==> config.mk <==
export PLATFORM = sky130hd
export DESIGN_NAME = tmcr_ctrl
export DESIGN_NICKNAME = d
export VERILOG_FILES = /design/src/sv/tmcr_pkg.sv /design/src/sv/tmcr_ctrl.sv
export SDC_FILE = /design/constraint.sdc
export NUM_CORES = 1
export LEC_CHECK = 0
export BUFFER_PORTS_ARGS = -buffer_cell sky130_fd_sc_hd__buf_2
export CAP_MARGIN = 20
export CORE_AREA = 2 2 39 41
export CTS_CLUSTER_SIZE = 40
export DETAILED_ROUTE_END_ITERATION = 8
export DIE_AREA = 0 0 41 43
export HOLD_SLACK_MARGIN = 0.03
export PLACE_DENSITY = 0.56
export SYNTH_ARGS = -nofsm -noshare
export SYNTH_HDL_FRONTEND = slang
export SYNTH_SLANG_ARGS = --single-unit
==> constraint.sdc <==
create_clock -name clk -period 3.2 [get_ports clk]
set_input_delay 0.64 -clock clk [delete_from_list [all_inputs] [get_ports clk]]
set_output_delay 0.64 -clock clk [all_outputs]
set_load 0.01 [all_outputs]
==> src/sv/tmcr_pkg.sv <==
`timescale 1ns / 1ps
// ---------------------------------------------------------------------------
// tmcr_pkg
// Shared constants, operation codes and control structs of the text-mode
// cell renderer.
// ---------------------------------------------------------------------------
package tmcr_pkg;

  localparam int COLUMNS      = 64;
  localparam int ROWS         = 32;
  localparam int TILE_SIZE    = 16;
  localparam int TILE_BITS    = 4;
  localparam int CELL_COUNT   = COLUMNS * ROWS;
  localparam int CELL_AW      = (CELL_COUNT > 1) ? $clog2(CELL_COUNT) : 1;
  localparam int SCREEN_W     = COLUMNS * TILE_SIZE;
  localparam int SCREEN_H     = ROWS * TILE_SIZE;
  localparam int GLYPH_ROWS   = 4096;
  localparam int GLYPH_AW     = 12;
  localparam int PALETTE_SIZE = 16;
  localparam int PAL_AW       = 4;
  localparam int CELL_W       = 16;

  localparam logic [7:0] ALPHA_OPAQUE = 8'hff;

  typedef enum logic [2:0] {
    OP_WRITE_CELL   = 3'd0,
    OP_CLEAR        = 3'd1,
    OP_READ_PIXEL   = 3'd2,
    OP_LOAD_FONT    = 3'd3,
    OP_LOAD_PALETTE = 3'd4
  } op_t;

  typedef struct packed {
    logic cell_wr;
    logic cell_rd;
    logic clear_init;
    logic clear_step;
    logic glyph_wr;
    logic glyph_rd;
    logic pal_wr;
    logic pal_rd;
    logic args_load;
    logic out_load;
  } cmd_t;

  typedef struct packed {
    logic clear_last;
  } stat_t;

endpackage

==> src/sv/tmcr_ctrl.sv <==
`timescale 1ns / 1ps
// ---------------------------------------------------------------------------
// tmcr_ctrl
// Sequencer: decodes accepted words, runs the three-read pixel lookup and
// the grid clear sweep.
// ---------------------------------------------------------------------------
module tmcr_ctrl (
  input  logic           clk,
  input  logic           rst_n,
  input  logic           start,
  input  logic [2:0]     in_operation,
  input  tmcr_pkg::stat_t stat,
  output tmcr_pkg::cmd_t  cmd,
  output logic           busy
);
  import tmcr_pkg::*;

  typedef enum logic [2:0] {
    S_IDLE,
    S_GLYPH,
    S_PALETTE,
    S_FINISH,
    S_CLEAR
  } state_t;

  state_t state_r, state_nxt;
  logic   busy_r;
  logic   accept;
  op_t    op;

  assign op     = op_t'(in_operation);
  assign accept = start && !busy_r;
  assign busy   = busy_r;

  always_comb begin
    cmd       = '0;
    state_nxt = state_r;
    unique case (state_r)
      S_IDLE: begin
        if (accept) begin
          unique case (op)
            OP_WRITE_CELL:   cmd.cell_wr = 1'b1;
            OP_CLEAR: begin
              cmd.clear_init = 1'b1;
              state_nxt      = S_CLEAR;
            end
            OP_READ_PIXEL: begin
              cmd.cell_rd   = 1'b1;
              cmd.args_load = 1'b1;
              state_nxt     = S_GLYPH;
            end
            OP_LOAD_FONT:    cmd.glyph_wr = 1'b1;
            OP_LOAD_PALETTE: cmd.pal_wr = 1'b1;
            default:         ;
          endcase
        end
      end
      S_GLYPH: begin
        cmd.glyph_rd = 1'b1;
        state_nxt    = S_PALETTE;
      end
      S_PALETTE: begin
        cmd.pal_rd = 1'b1;
        state_nxt  = S_FINISH;
      end
      S_FINISH: begin
        cmd.out_load = 1'b1;
        state_nxt    = S_IDLE;
      end
      S_CLEAR: begin
        cmd.clear_step = 1'b1;
        if (stat.clear_last) begin
          state_nxt = S_IDLE;
        end
      end
      default: state_nxt = S_IDLE;
    endcase
  end

  always_ff @(posedge clk) begin
    if (!rst_n) begin
      state_r <= S_CLEAR;
      busy_r  <= 1'b1;
    end else begin
      state_r <= state_nxt;
      busy_r  <= (state_nxt != S_IDLE);
    end
  end

endmodule

Word level (Yosys, flattened, before mapping). Cells that the tools add are included.

Register bits: 4. Bits in latches: 0. RAM bits: 0. Memory bits (read-only): 0. Input port bits: 7. Output and inout port bits: 11. Word-level logic and storage cells: 36. Memories kept: 0.

Add/sub/neg operators: 0. Multiply operators: 0. Divide/modulo/power cells: 0. $lt $le $gt $ge: 0. Equal/unequal tests: 8. Shift operators: 0. Mux-type cells: 21. Bitwise operators: 0. Reductions and logical operators: 5.

Operators by type and width (number): 2-to-1 mux 1 bit (15); equality test 3 x 2 -> 1 bit (second input constant) (4); 2-to-1 mux 3 bit (4); one-hot mux 3 bit (4 select lines) (1); equality test 3 x 1 -> 1 bit (second input constant) (2); equality test 3 bit (second input constant) (2); zero test 3 bit (2); one-hot mux 3 bit (2 select lines) (1); nonzero test 3 bit (1); logical AND 1 bit (1); zero test 1 bit (1).

Logic depth before layout (Yosys ltp).
Depth in word-level cells: 5. Depth in mapped cells: 5. Depth with buffers taken out: 3.

Worst setup path after synthesis. No wires, ideal clock.

Kind: in2out. From: input in_operation[2]. To: output cmd[9] in the netlist's numbering. Arrival time: 1.283 ns. Data required time: 2.560 ns. Setup slack: 1.277 ns. Stages on the path: 3. Cells stage by stage: nor4b_4 nand2_1 nor3_1.

RTL lines: start: declaration (line tmcr_ctrl.sv:11) `input logic [2:0] in_operation,`; end: declaration (line tmcr_ctrl.sv:13) `output tmcr_pkg::cmd_t cmd,`.

==> qor.txt <==
Crit-path max FO: 4
Final min period: 2.106 ns
M2 GR Usage: 8.438%
Grt ovf: 0
Hold-fix buffer count after cts: 0
FF+latch count, synth: 4
Area contributors post-synth: dfxtp_1 (29%), nor4b_4 (8.7%), nand2_1 (6.8%)
DR WL/cell: 8.515 um
I/O pin count: 18
Initial antenna violation count: 0
Router iterations before antenna repair: 2
Core Util, Final: 27.67%
Die area: 1763 um^2
H-tree level count: 1
Clock Latency Late Sink: 0.24 ns
TritonCTS Sinks: 4
Net count after synthesis: 41
RSZ-0062 raised after global routing: no
Critical Path End Type: output pin
Share of cells above drive strength 1: 40.38%
Worst Tran Pin Value: 0.4390 ns
Place WS: 1.087 ns
Via/cell ratio: 4.029
Avg Cell Area, Syn: 8.059 um^2
Met1 usage: 9.968%
Iteration-0 DRC Markers: 1
Largest net degree at the start of global routing: 9
Outcome: finished, final reports clean
Cell Chain, Critical Path: buf_2 > nor4b_4 > nand2_1 > nor3_1 > buf_2
CP arrival: 1.47 ns
Crit-path most repeated cell: buf_2
Clk buf depth: 2
Syn Inst Count: 34
VDD IR-drop max: 0.00007269 V
Max cap viols: 0
Yosys warnings: 0
Layout Skew: 0.0008117 ns
Share of the synthesized area in the top cell type: 29.22%
Post-synth EDFFs: 0
Die W: 41 um
Drt total wl: 579 um
Setup TNS: 0 ns
# DRC: 0
Syn-to-layout area delta: 39.73%
CTS buffer count: 3
Mapped cell area: 274.0 um^2
Post-detail-place hpwl: 483.1 um
Final setup violation count: 0
Post-CTS setup buffers: 0
Max-slew violations: 0
Synth Flop Type: dfxtp_1
CP peak stage delay: 0.26 ns
Clk root buf: clkbuf_4
Clock Pin Slew Worst Setup and Hold Paths: 0.04 ns
RePlAce Congestion: 0.6553
Worst path slowest cell: nor4b_4
Post-synthesis sequential area ratio: 29.22%
Starting density of the core: 19.80%
Async SR Flop Fraction: 0%
# rows: 14
CTS tree: done
Critical Path RT: 2.56 ns
Post-DRT Antenna Nets: 0
CP Class: input pin to output pin
Most frequent cells in the layout: buf_2 (17), nor2_1 (5), nand2_1 (5), dfxtp_1 (4)
Final Cycle Share: 65.82%
M3 GR Usage: 3.141%
Post-route setup slack: 1.094 ns
Diodes inserted: 0
Yosys cell types: 20
Core Region: 1384 um^2
CP Launch Type: input pin
Commonest non-fill, non-tap cell in the layout: buf_2
Nets: 61
Peak Freq: 0.4748 GHz
Hold Crit Class: flop to flop
Number of global-route vias before repair: 212
Final hold vios: 0
CTS resizes: 0
Leak Pwr: 0.2024 nW
Grt peak-use layer: met4
Cell taking the most area after synthesis: dfxtp_1
Max transition margin: 70.35%
IO Port Bufs: 17
Chip Height: 43 um
Vias: 274
GRT Overall Usage: 7.932%
Power per cell area: 363.1 nW/um^2
First-pass GRT wire length: 855 um
[worst max-delay path: cells and delay by family]
kind | cells | cell delay [ns]
AND/OR/NAND/NOR | 3 | 0.55
buffers and inverters | 2 | 0.27
[registers in the layout, indices dropped and copies added (netlist names)]
signal / cells
state_r: 3
busy: 1
[report_power, final]
group	switching, W	total, W	internal, W
Sequential	0.00000194	0.0000541	0.0000521
Combinational	0.0000103	0.0000201	0.00000971
Clock	0.0000228	0.0000649	0.0000421
Total	0.0000351	0.000139	0.000104
[cells in the mapped netlist, drive strengths merged, types with 2 or more instances]
library cell	number
buf	2
dfxtp	4
inv	3
nand2	5
nor2	5
nor3	2
[stage by stage]
| step | total power, W | hold WS [ns] | area (um^2) | std cells |
|---|---|---|---|---|
| 4_1_cts | 0.0001412 | 0.6162 | 382.9 | 68 |
| 3_5_place_dp | 0.00007522 | 0.6065 | 360.3 | 65 |
| 5_1_grt | 0.0001483 | 0.6542 | 382.9 | 68 |
| 3_3_place_gp | 0.00007512 | 0.6052 | 360.3 | 65 |
| 6_report | 0.0001390 | 0.6083 | 382.9 | 68 |
| 2_1_floorplan | 0.00006556 | 0.5559 | 274.0 | 34 |
[kinds of logic (layout without fill, tap and decap cells)]
kind of cell | after synthesis | after routing | share of synthesized area [%]
simple gates | 19 | 19 | 41.10
buf+inv | 5 | 23 | 10.96
flops | 4 | 4 | 29.22
compound gates | 4 | 4 | 12.33
xor+xnor | 2 | 2 | 6.394
[layout make-up]
class                           count  area [um^2]
Tap cell                           16        20.02
Timing Repair Buffer               17        85.08
Multi-Input combinational cell     25        163.9
Inverter                            3        11.26
Fill cell                         165         1001
Sequential cell                     4        80.08
Clock buffer                        3        22.52
[path summary, 6_finish.rpt]
path	start	end	slack, ns	cells after the start
max	in_operation[2]	cmd[9]	1.09	5
min	state_r[2]	busy	0.61	2
max reg2reg	state_r[2]	state_r[2]	2.05	3
min reg2reg	state_r[2]	busy	0.61	2
[layer usage]
metal / vias to the layer above / share of wire (%)
met5: - / 0
met4: 0 / 3.3
met3: 2 / 11
met2: 14 / 40
met1: 104 / 47
li1: 154 / -
Note: power is estimated with default switching activity, not from simulation.
